[config.mk]
export PLATFORM = sky130hd
export DESIGN_NAME = block_extract_address_generator
export DESIGN_NICKNAME = d
export VERILOG_FILES = /design/src/design/bxag_pkg.sv /design/src/design/bxag_ctrl.sv /design/src/design/bxag_dp.sv /design/src/design/block_extract_address_generator.sv
export SDC_FILE = /design/constraint.sdc
export NUM_CORES = 2
export LEC_CHECK = 0
export BUFFER_PORTS_ARGS = -buffer_cell sky130_fd_sc_hd__clkbuf_2
export CORE_UTILIZATION = 45
export DETAILED_ROUTE_END_ITERATION = 12
export SLEW_MARGIN = 10
export SYNTH_ARGS = -nofsm -noshare
export SYNTH_HDL_FRONTEND = slang
export SYNTH_SLANG_ARGS = --single-unit
[constraint.sdc]
create_clock -name clk -period 7.35 [get_ports clk]
set_clock_uncertainty 0.15 [all_clocks]
set_input_delay 1.47 -clock clk [delete_from_list [all_inputs] [get_ports clk]]
set_output_delay 1.47 -clock clk [all_outputs]
set_load 0.02 [all_outputs]
[src/design/bxag_pkg.sv]
package bxag_pkg;

	// Limits on the window size and the element size.
	localparam int MAX_DIM        = 4096;
	localparam int MAX_ELEM_BYTES = 16;

	localparam int CNT_W  = 12;   // walk counters
	localparam int DIM_W  = 13;   // window sizes and stride
	localparam int POS_W  = 12;   // start row and column
	localparam int EB_W   = 5;    // element size
	localparam int MODE_W = 3;
	localparam int OFS_W  = 28;   // byte offsets
	localparam int DLIN_W = 25;   // packed element index before scaling

	localparam int CFG_IDX_W  = 3;
	localparam int CFG_DATA_W = 13;

	// Register indexes of the configuration port.
	localparam logic [CFG_IDX_W-1:0] REG_START_ROW     = 3'd0;
	localparam logic [CFG_IDX_W-1:0] REG_START_COL     = 3'd1;
	localparam logic [CFG_IDX_W-1:0] REG_WINDOW_ROWS   = 3'd2;
	localparam logic [CFG_IDX_W-1:0] REG_WINDOW_COLS   = 3'd3;
	localparam logic [CFG_IDX_W-1:0] REG_PICTURE_WIDTH = 3'd4;
	localparam logic [CFG_IDX_W-1:0] REG_ELEMENT_BYTES = 3'd5;
	localparam logic [CFG_IDX_W-1:0] REG_WALK_MODE     = 3'd6;

	// Bits of walk_mode.
	localparam int MODE_ROW_MAJOR = 0;
	localparam int MODE_ROWS_UP   = 1;
	localparam int MODE_COLS_UP   = 2;

	typedef struct packed {
		logic step;      // take the current element and advance the counters
		logic calc;      // form the unscaled source and packed indexes
		logic load_out;  // scale and load the output register
	} bxag_cmd_t;

	typedef struct packed {
		logic out_busy;  // output register holds a word that is not taken this cycle
	} bxag_stat_t;

endpackage

[src/design/bxag_ctrl.sv]
module bxag_ctrl
	import bxag_pkg::*;
(
	input  logic       clk,
	input  logic       arst_n,
	input  logic       in_valid,
	input  logic       in_advance,
	output logic       in_ready,
	input  bxag_stat_t stat,
	output bxag_cmd_t  cmd
);

	localparam logic [1:0] ST_IDLE  = 2'd0;
	localparam logic [1:0] ST_MUL   = 2'd1;
	localparam logic [1:0] ST_SCALE = 2'd2;

	logic [1:0] state_q;
	logic [1:0] state_d;

	assign in_ready = (state_q == ST_IDLE);

	always_comb begin
		state_d      = state_q;
		cmd.step     = 1'b0;
		cmd.calc     = 1'b0;
		cmd.load_out = 1'b0;
		unique case (state_q)
			ST_IDLE: begin
				// A word with advance low is taken and dropped.
				if (in_valid && in_advance) begin
					cmd.step = 1'b1;
					state_d  = ST_MUL;
				end
			end
			ST_MUL: begin
				cmd.calc = 1'b1;
				state_d  = ST_SCALE;
			end
			ST_SCALE: begin
				if (!stat.out_busy) begin
					cmd.load_out = 1'b1;
					state_d      = ST_IDLE;
				end
			end
			default: begin
				state_d = ST_IDLE;
			end
		endcase
	end

	always_ff @(posedge clk or negedge arst_n) begin
		if (!arst_n) begin
			state_q <= ST_IDLE;
		end else begin
			state_q <= state_d;
		end
	end

endmodule

[src/design/bxag_dp.sv]
module bxag_dp
	import bxag_pkg::*;
(
	input  logic                  clk,
	input  logic                  arst_n,
	input  logic                  cfg_we,
	input  logic [CFG_IDX_W-1:0]  cfg_index,
	input  logic [CFG_DATA_W-1:0] cfg_data,
	input  bxag_cmd_t             cmd,
	output bxag_stat_t            stat,
	input  logic                  out_ready,
	output logic                  out_valid,
	output logic [OFS_W-1:0]      source_offset,
	output logic [OFS_W-1:0]      dest_offset,
	output logic                  last_element
);

	logic [POS_W-1:0]  start_row_q;
	logic [POS_W-1:0]  start_col_q;
	logic [DIM_W-1:0]  window_rows_q;
	logic [DIM_W-1:0]  window_cols_q;
	logic [DIM_W-1:0]  picture_width_q;
	logic [EB_W-1:0]   element_bytes_q;
	logic [MODE_W-1:0] walk_mode_q;

	logic [CNT_W-1:0]  outer_q;
	logic [CNT_W-1:0]  inner_q;

	logic [DIM_W-1:0]  rows;
	logic [DIM_W-1:0]  cols;
	logic [EB_W-1:0]   bytes;
	logic [DIM_W-1:0]  outer_lim;
	logic [DIM_W-1:0]  inner_lim;
	logic [CNT_W-1:0]  row_idx;
	logic [CNT_W-1:0]  col_idx;
	logic [OFS_W-1:0]  row_pos;
	logic [OFS_W-1:0]  col_pos;
	logic              inner_end;
	logic              outer_end;

	logic [OFS_W-1:0]  row_s1;
	logic [OFS_W-1:0]  col_s1;
	logic [CNT_W-1:0]  outer_s1;
	logic [CNT_W-1:0]  inner_s1;
	logic [DIM_W-1:0]  ilim_s1;
	logic              last_s1;

	logic [OFS_W-1:0]  lin_s2;
	logic [DLIN_W-1:0] dlin_s2;
	logic              last_s2;

	logic              out_valid_q;
	logic [OFS_W-1:0]  src_q;
	logic [OFS_W-1:0]  dst_q;
	logic              last_q;

	always_ff @(posedge clk or negedge arst_n) begin
		if (!arst_n) begin
			start_row_q     <= '0;
			start_col_q     <= '0;
			window_rows_q   <= DIM_W'(1);
			window_cols_q   <= DIM_W'(1);
			picture_width_q <= DIM_W'(1);
			element_bytes_q <= EB_W'(1);
			walk_mode_q     <= MODE_W'(7);
		end else if (cfg_we) begin
			unique case (cfg_index)
				REG_START_ROW:     start_row_q     <= cfg_data[POS_W-1:0];
				REG_START_COL:     start_col_q     <= cfg_data[POS_W-1:0];
				REG_WINDOW_ROWS:   window_rows_q   <= cfg_data[DIM_W-1:0];
				REG_WINDOW_COLS:   window_cols_q   <= cfg_data[DIM_W-1:0];
				REG_PICTURE_WIDTH: picture_width_q <= cfg_data[DIM_W-1:0];
				REG_ELEMENT_BYTES: element_bytes_q <= cfg_data[EB_W-1:0];
				REG_WALK_MODE:     walk_mode_q     <= cfg_data[MODE_W-1:0];
				default: ;
			endcase
		end
	end

	// Out-of-range sizes are clamped; the stride is used as written.
	always_comb begin
		if (window_rows_q == '0) begin
			rows = DIM_W'(1);
		end else if (window_rows_q > DIM_W'(MAX_DIM)) begin
			rows = DIM_W'(MAX_DIM);
		end else begin
			rows = window_rows_q;
		end
		if (window_cols_q == '0) begin
			cols = DIM_W'(1);
		end else if (window_cols_q > DIM_W'(MAX_DIM)) begin
			cols = DIM_W'(MAX_DIM);
		end else begin
			cols = window_cols_q;
		end
		if (element_bytes_q == '0) begin
			bytes = EB_W'(1);
		end else if (element_bytes_q > EB_W'(MAX_ELEM_BYTES)) begin
			bytes = EB_W'(MAX_ELEM_BYTES);
		end else begin
			bytes = element_bytes_q;
		end
	end

	always_comb begin
		if (walk_mode_q[MODE_ROW_MAJOR]) begin
			outer_lim = rows;
			inner_lim = cols;
			row_idx   = outer_q;
			col_idx   = inner_q;
		end else begin
			outer_lim = cols;
			inner_lim = rows;
			row_idx   = inner_q;
			col_idx   = outer_q;
		end
	end

	// Positions wrap modulo the offset width when the walk runs below zero.
	assign row_pos = walk_mode_q[MODE_ROWS_UP]
		? OFS_W'(start_row_q) + OFS_W'(row_idx)
		: OFS_W'(start_row_q) - OFS_W'(row_idx);
	assign col_pos = walk_mode_q[MODE_COLS_UP]
		? OFS_W'(start_col_q) + OFS_W'(col_idx)
		: OFS_W'(start_col_q) - OFS_W'(col_idx);

	// A counter at or past a limit that shrank counts as being at its end.
	assign inner_end = ({1'b0, inner_q} + DIM_W'(1)) >= inner_lim;
	assign outer_end = ({1'b0, outer_q} + DIM_W'(1)) >= outer_lim;

	always_ff @(posedge clk or negedge arst_n) begin
		if (!arst_n) begin
			outer_q <= '0;
			inner_q <= '0;
		end else if (cmd.step) begin
			if (inner_end) begin
				inner_q <= '0;
				outer_q <= outer_end ? '0 : outer_q + CNT_W'(1);
			end else begin
				inner_q <= inner_q + CNT_W'(1);
			end
		end
	end

	always_ff @(posedge clk) begin
		if (cmd.step) begin
			row_s1   <= row_pos;
			col_s1   <= col_pos;
			outer_s1 <= outer_q;
			inner_s1 <= inner_q;
			ilim_s1  <= inner_lim;
			last_s1  <= inner_end && outer_end;
		end
	end

	always_ff @(posedge clk) begin
		if (cmd.calc) begin
			lin_s2  <= row_s1 * OFS_W'(picture_width_q) + col_s1;
			dlin_s2 <= DLIN_W'(outer_s1) * DLIN_W'(ilim_s1) + DLIN_W'(inner_s1);
			last_s2 <= last_s1;
		end
	end

	always_ff @(posedge clk) begin
		if (cmd.load_out) begin
			src_q  <= lin_s2 * OFS_W'(bytes);
			dst_q  <= OFS_W'(dlin_s2) * OFS_W'(bytes);
			last_q <= last_s2;
		end
	end

	always_ff @(posedge clk or negedge arst_n) begin
		if (!arst_n) begin
			out_valid_q <= 1'b0;
		end else if (cmd.load_out) begin
			out_valid_q <= 1'b1;
		end else if (out_ready) begin
			out_valid_q <= 1'b0;
		end
	end

	assign stat.out_busy = out_valid_q && !out_ready;
	assign out_valid     = out_valid_q;
	assign source_offset = src_q;
	assign dest_offset   = dst_q;
	assign last_element  = last_q;

endmodule

[src/design/block_extract_address_generator.sv]
// A word with advance set puts its offsets on m_tdata once the s1, s2 and output registers have each been loaded.
// The controller steps one word through both multiplies before it takes the next; an output
// word not yet taken holds the last step.
// A word with advance clear is taken while the controller is idle and gives no output word.
// Reset (arst_n low, asynchronous) clears the walk counters and loads the register defaults:
// start 0,0, a one by one window, stride 1, one byte per element, row-major ascending walk.
module block_extract_address_generator
	import bxag_pkg::*;
(
	input  logic                  clk,
	input  logic                  arst_n,
	input  logic                  cfg_we,
	input  logic [CFG_IDX_W-1:0]  cfg_index,
	input  logic [CFG_DATA_W-1:0] cfg_data,
	input  logic                  s_tvalid,
	output logic                  s_tready,
	input  logic [7:0]            s_tdata,   // [0] advance, [7:1] zero
	output logic                  m_tvalid,
	input  logic                  m_tready,
	output logic [55:0]           m_tdata,   // [27:0] source_offset, [55:28] dest_offset
	output logic                  m_tlast    // last_element
);

	bxag_cmd_t  cmd;
	bxag_stat_t stat;
	logic [OFS_W-1:0] source_offset;
	logic [OFS_W-1:0] dest_offset;

	bxag_ctrl u_ctrl (
		.clk        (clk),
		.arst_n     (arst_n),
		.in_valid   (s_tvalid),
		.in_advance (s_tdata[0]),
		.in_ready   (s_tready),
		.stat       (stat),
		.cmd        (cmd)
	);

	bxag_dp u_dp (
		.clk           (clk),
		.arst_n        (arst_n),
		.cfg_we        (cfg_we),
		.cfg_index     (cfg_index),
		.cfg_data      (cfg_data),
		.cmd           (cmd),
		.stat          (stat),
		.out_ready     (m_tready),
		.out_valid     (m_tvalid),
		.source_offset (source_offset),
		.dest_offset   (dest_offset),
		.last_element  (m_tlast)
	);

	assign m_tdata = {dest_offset, source_offset};

	// The output register is never overwritten while it holds a word not yet taken.
	a_no_overwrite: assert property (@(posedge clk) disable iff (!arst_n)
		cmd.load_out |-> !(m_tvalid && !m_tready))
		else $error("output word overwritten before it was taken");

	// Once a word with advance set is taken, the input side stays closed while it is worked on.
	a_busy_after_step: assert property (@(posedge clk) disable iff (!arst_n)
		(s_tvalid && s_tready && s_tdata[0]) |=> !s_tready ##1 !s_tready)
		else $error("input taken while a word is in the datapath");

	// A new output word appears only from a load command.
	a_valid_from_load: assert property (@(posedge clk) disable iff (!arst_n)
		$rose(m_tvalid) |-> $past(cmd.load_out))
		else $error("output valid rose without a load");

endmodule

; Word level (Yosys, flattened, before mapping)
; Index checks and enable logic that the tools add are counted.
[word_totals]
elab_cells = 95
in_bits = 29
ff_bits = 303
out_inout_bits = 59
[classes]
order_cmp = 5
n_reduce_logical = 19
muxes = 24
n_eq_ne = 10
mul = 4
n_addsub = 10
[ops]
columns = operator, n
row1 = $mux W13, 6
row2 = $mux W28, 2
row3 = $mux W12, 4
row4 = $add A28 B28 Y28, 1
row5 = $mul A25 B5 Y28, 1
row6 = $mul A28 B13 Y28, 1
row7 = $mul A28 B5 Y28, 1
row8 = $add A12 B1 Y13 const B, 2
row9 = $add A12 B12 Y13, 2
row10 = $ge A13 B13 Y1, 2
row11 = $gt A13 B13 Y1 const B, 2
row12 = $logic_not A13 Y1, 2
row13 = $sub A12 B12 Y13, 2
row14 = $add A25 B12 Y25, 1
row15 = $mul A12 B13 Y25, 1
row16 = $add A12 B1 Y12 const B, 2
row17 = $reduce_and A2 Y1, 9
row18 = $mux W5, 2
row19 = $eq A3 B3 Y1 const B, 3
row20 = $mux W1, 7
row21 = $eq A3 B2 Y1 const B, 2
row22 = $pmux W2 S3, 1
row23 = $gt A5 B5 Y1 const B, 1
row24 = $logic_not A5 Y1, 1
row25 = 11 further kinds, 14

; Depth between registers and ports, before layout
[depth]
depth_word = 6
ltp_mapped = 23
mapped_depth_nobuf = 22

; By module
; From an unflattened synthesis, not the netlist that was laid out.
[hier_totals]
hier_cells = 3283
area_unflattened_um2 = 32585.0
[modules_own_cells]
columns = mod, cells_per_inst, seq_area_each_um2, area_per_inst_um2, instances
row1 = bxag_dp, 3274, 7726.2, 32486.2, 1
row2 = bxag_ctrl, 9, 50.0, 98.8, 1

; Worst setup path after synthesis
; OpenSTA, ideal clock, no wires.
[synth_timing]
path_kind = reg-to-reg
start = reg u_dp.picture_width_q[1]
end = reg u_dp.lin_s2[27] (data pin)
synth_period_minus_slack_ns = 6.196
required_time_ns = 6.940
path_buffers = 1
path_slack_ns = 1.154
arrival_ns = 5.786
setup_ns = 0.260
stages_incl_launch_ff = 24
cell_sequence = dfrtp_1 -> clkbuf_1 -> and2_1 -> fa_1 -> inv_1 -> fa_1 -> inv_1 -> fa_1 -> inv_1 -> fa_1 -> inv_1 -> fa_1 -> inv_1 -> fa_1 -> inv_1 -> ha_1 -> a2111oi_4 -> o21ai_2 -> a41oi_2 -> o21ai_2 -> a311oi_4 -> o311ai_1 -> a21oi_1 -> xnor2_1
[synth_via]
elab_chain_cells = 2
[synth_lines]
columns = item, line
row1 = from (decl), bxag_dp.sv:22  ; logic [DIM_W-1:0] picture_width_q;
row2 = from (signal assigned), bxag_dp.sv:72  ; REG_PICTURE_WIDTH: picture_width_q <= cfg_data[DIM_W-1:0];
row3 = $mul A28 B13 Y28, bxag_dp.sv:158  ; lin_s2 <= row_s1 * OFS_W'(picture_width_q) + col_s1;
row4 = $add A28 B28 Y28, bxag_dp.sv:158
row5 = to (signal assigned), bxag_dp.sv:158
row6 = to (decl), bxag_dp.sv:48  ; logic [OFS_W-1:0] lin_s2;
; No other way between the ends.
; A chain may end at the register's enable or synchronous reset.

; Worst setup path after layout
[layout_timing]
start = reg u_dp.picture_width_q[3]
end = reg u_dp.lin_s2[27] (data pin)
; The elaborated chain is that of the path after synthesis.

==> qor.yml <==
cells_and_area:
  area_delta_synth_final_pct: 7.82
  drive_gt1_share_pct: 7.79
  nets: 4147
critical_path:
  critPathRequiredTime_ps: 7500
  worstPathArrival_ps: 6660
  timing.critical_path.fanout_max: 8
  crit_buf_inv: 6
  endpoint_kind: "register"
  crit_slowest_cell: "fa_1"
  cp_top_family: "adder cells"
  worst_path_largest_cell_delay_ps: 520
  critPathKind: "register to register"
  cp-start-kind: "register"
  path_cells: "and2_1, fa_1, inv_1, fa_1, inv_1, fa_1, inv_1, fa_1, inv_1, fa_1, inv_1, fa_1, inv_1, ha_1, a2111oi_4, o21ai_2, a41oi_2, o21ai_2, a311oi_4, o311ai_1, a21oi_1, xnor2_1"
logic_synthesis:
  yosysMostFrequentCell: "inv_1"
  syn-num-nets: 4124
  netlist.area_leader.share_pct: 28.1
  syn_area_um2: 33000
  synth.cells.most_frequent: "inv_1 (626), fa_1 (464), nand2_1 (404)"
  synthFlopType: "edfxtp_1"
  yosysSeqAreaShare_pct: 23.5
  syn_avg_cell_area_um2: 9.82
  async_flop_share_pct: 35.6
  synthCells: 3365
  synth_top_area_cell: "fa_1"
  synth_warnings: 0
  synthTopCellsByArea: "fa_1 (28%), edfxtp_1 (16%), ha_1 (10%)"
  synth_edf_count: 177
  synth_seq_cells: 275
  synth.distinct_cells: 76
timing:
  final_max_slew_viol_count: 0
  tns_ps: 0
  period_needed_ps: 6520
  post-route-period-util_pct: 88.7
  setup_viol: 0
  rsz0062_at_grt: "no"
  worst_pin_slew_ps: 1260
  maxSlewHeadroom_pct: 15.6
  final_hold_viol_count: 0
  max_freq_ghz: 0.153
die:
  die_x_um: 273
  die_area_um2: 74500
  core.rowCount: 98
  ios: 88
  initial_core_util_pct: 45.8
  die_h_um: 273
  core_area_um2: 72100
route:
  drt_first_pass_iters: 7
  dr_total_vias: 22200
  routed_via_density: 5.08
  wire_per_inst_um: 16.6
  drt_iter0_drc: 1319
  drcViolationCount: 0
  wl_mm: 72.5
  ant_nets: 0
global_route:
  gr-usage-met2_pct: 31.0
  track_usage_pct: 20.2
  grt_max_degree: 58
  use_met3_pct: 3.13
  antenna_found_initial: 4
  overflow: 0
  grt_use_met1_pct: 29.5
  grt_pass1_vias: 22800
  grt-busiest-layer: "met2"
  grt_pass1_wl_mm: 121
place:
  dpl.hpwl_mm: 57.7
  gp_congestion: 0.854
  port_buffers: 80
clock_tree:
  cts_setup_buffers: 0
  clk_pin_slew_worst_paths_ps: 60
  cts_hold_buffers: 0
  clk_latency_ps: 550
  clockBufferDepth: 3
  h-tree-depth: 2
  cts_buffers: 35
  clockRootBuffer: "clkbuf_16"
  cts_tree: "yes"
  cts_resized: 0
  cts.sinks: 275
min_path:
  hold_class: "register to register"
outcome:
  status: "finished clean"
flow_run:
  cap_violations: 0
-- per-layer routing --
metal / wire [um] / part of all wire [%]
met1: 36200 / 50
met3: 3440 / 4.7
met2: 30800 / 43
met5: 0 / 0
met4: 1950 / 2.7
-- per-stage QoR --
step	setup WS (ps)	cells	util, %	hold slack [ps]	area, um^2
2_1_floorplan	1150	3365	-	250	33000
3_3_place_gp	836	4301	47.7	258	34400
3_5_place_dp	820	4301	47.7	268	34400
4_1_cts	814	4364	49.4	276	35600
5_1_grt	546	4365	49.4	282	35600
6_report	834	4365	49.4	268	35600
-- sequential cells by signal, summed over array words and instances (netlist names), 2 cells and up --
| signal | flops |
|---|---|
| u_dp.lin_s2 | 28 |
| u_ctrl.state_q | 2 |
| u_dp.dest_offset | 28 |
| u_dp.col_s1 | 14 |
| u_dp.inner_s1 | 12 |
| u_dp.outer_q | 12 |
| u_dp.start_col_q | 12 |
| u_dp.window_rows_q | 13 |
| u_dp.row_s1 | 14 |
| u_dp.walk_mode_q | 3 |
| u_dp.source_offset | 28 |
| u_dp.inner_q | 12 |
| u_dp.dlin_s2 | 25 |
| u_dp.element_bytes_q | 5 |
| u_dp.outer_s1 | 12 |
| u_dp.start_row_q | 12 |
| u_dp.ilim_s1 | 13 |
| u_dp.picture_width_q | 13 |
| u_dp.window_cols_q | 13 |
-- cells in the final DEF, fill, tap and decap left out, drive strengths merged, types with 21 or more instances in the layout --
master / n
a21o: 42
a21oi: 112
o21ai: 88
dfrtp: 91
fa: 464
mux2: 71
mux2i: 23
ha: 266
xnor2: 123
and2: 288
xor2: 27
clkbuf: 123
and3: 21
nor2: 66
buf: 22
o21a: 27
a31oi: 22
o21bai: 24
inv: 629
nor2b: 46
nand3: 29
nand2: 404
edfxtp: 177
nor3: 38
-- worst paths after layout --
path                                           endpoint  depth (start not counted)  slack [ps]                     from
worst max-delay path                    u_dp.lin_s2[27]                         22         830  u_dp.picture_width_q[3]
worst min-delay path                  u_dp.last_element                          0         270             u_dp.last_s2
worst max register to register          u_dp.lin_s2[27]                         22         830  u_dp.picture_width_q[3]
worst min register to register        u_dp.last_element                          0         270             u_dp.last_s2
max in group asynchronous       u_dp.element_bytes_q[4]                          2        4990                   arst_n
min in group asynchronous         u_dp.window_cols_q[8]                          1         850                   arst_n
-- area by class of cell --
type                       instances  area [um^2]
antenna                            1         2.50
sequential                       275         7780
inverter                         626         2350
tap                              950         1190
fill                            6797        36500
clock buffer                      44          992
clock inverter                    19          216
timing repair buffer             101          561
multi-input combinational       2349        22500
-- logic make-up after synthesis --
family | share of synthesized area, %
buffers and inverters | 8.42
DFF | 23.5
and+or+nand+nor | 14.3
AOI/OAI and AO/OA | 8.43
adders and majority gates | 38.2
muxes | 3.12
xor gates and xnor gates | 3.98
Power is not shown: default switching activity piles up to over one toggle a cycle in this logic, so the estimate is an artifact.
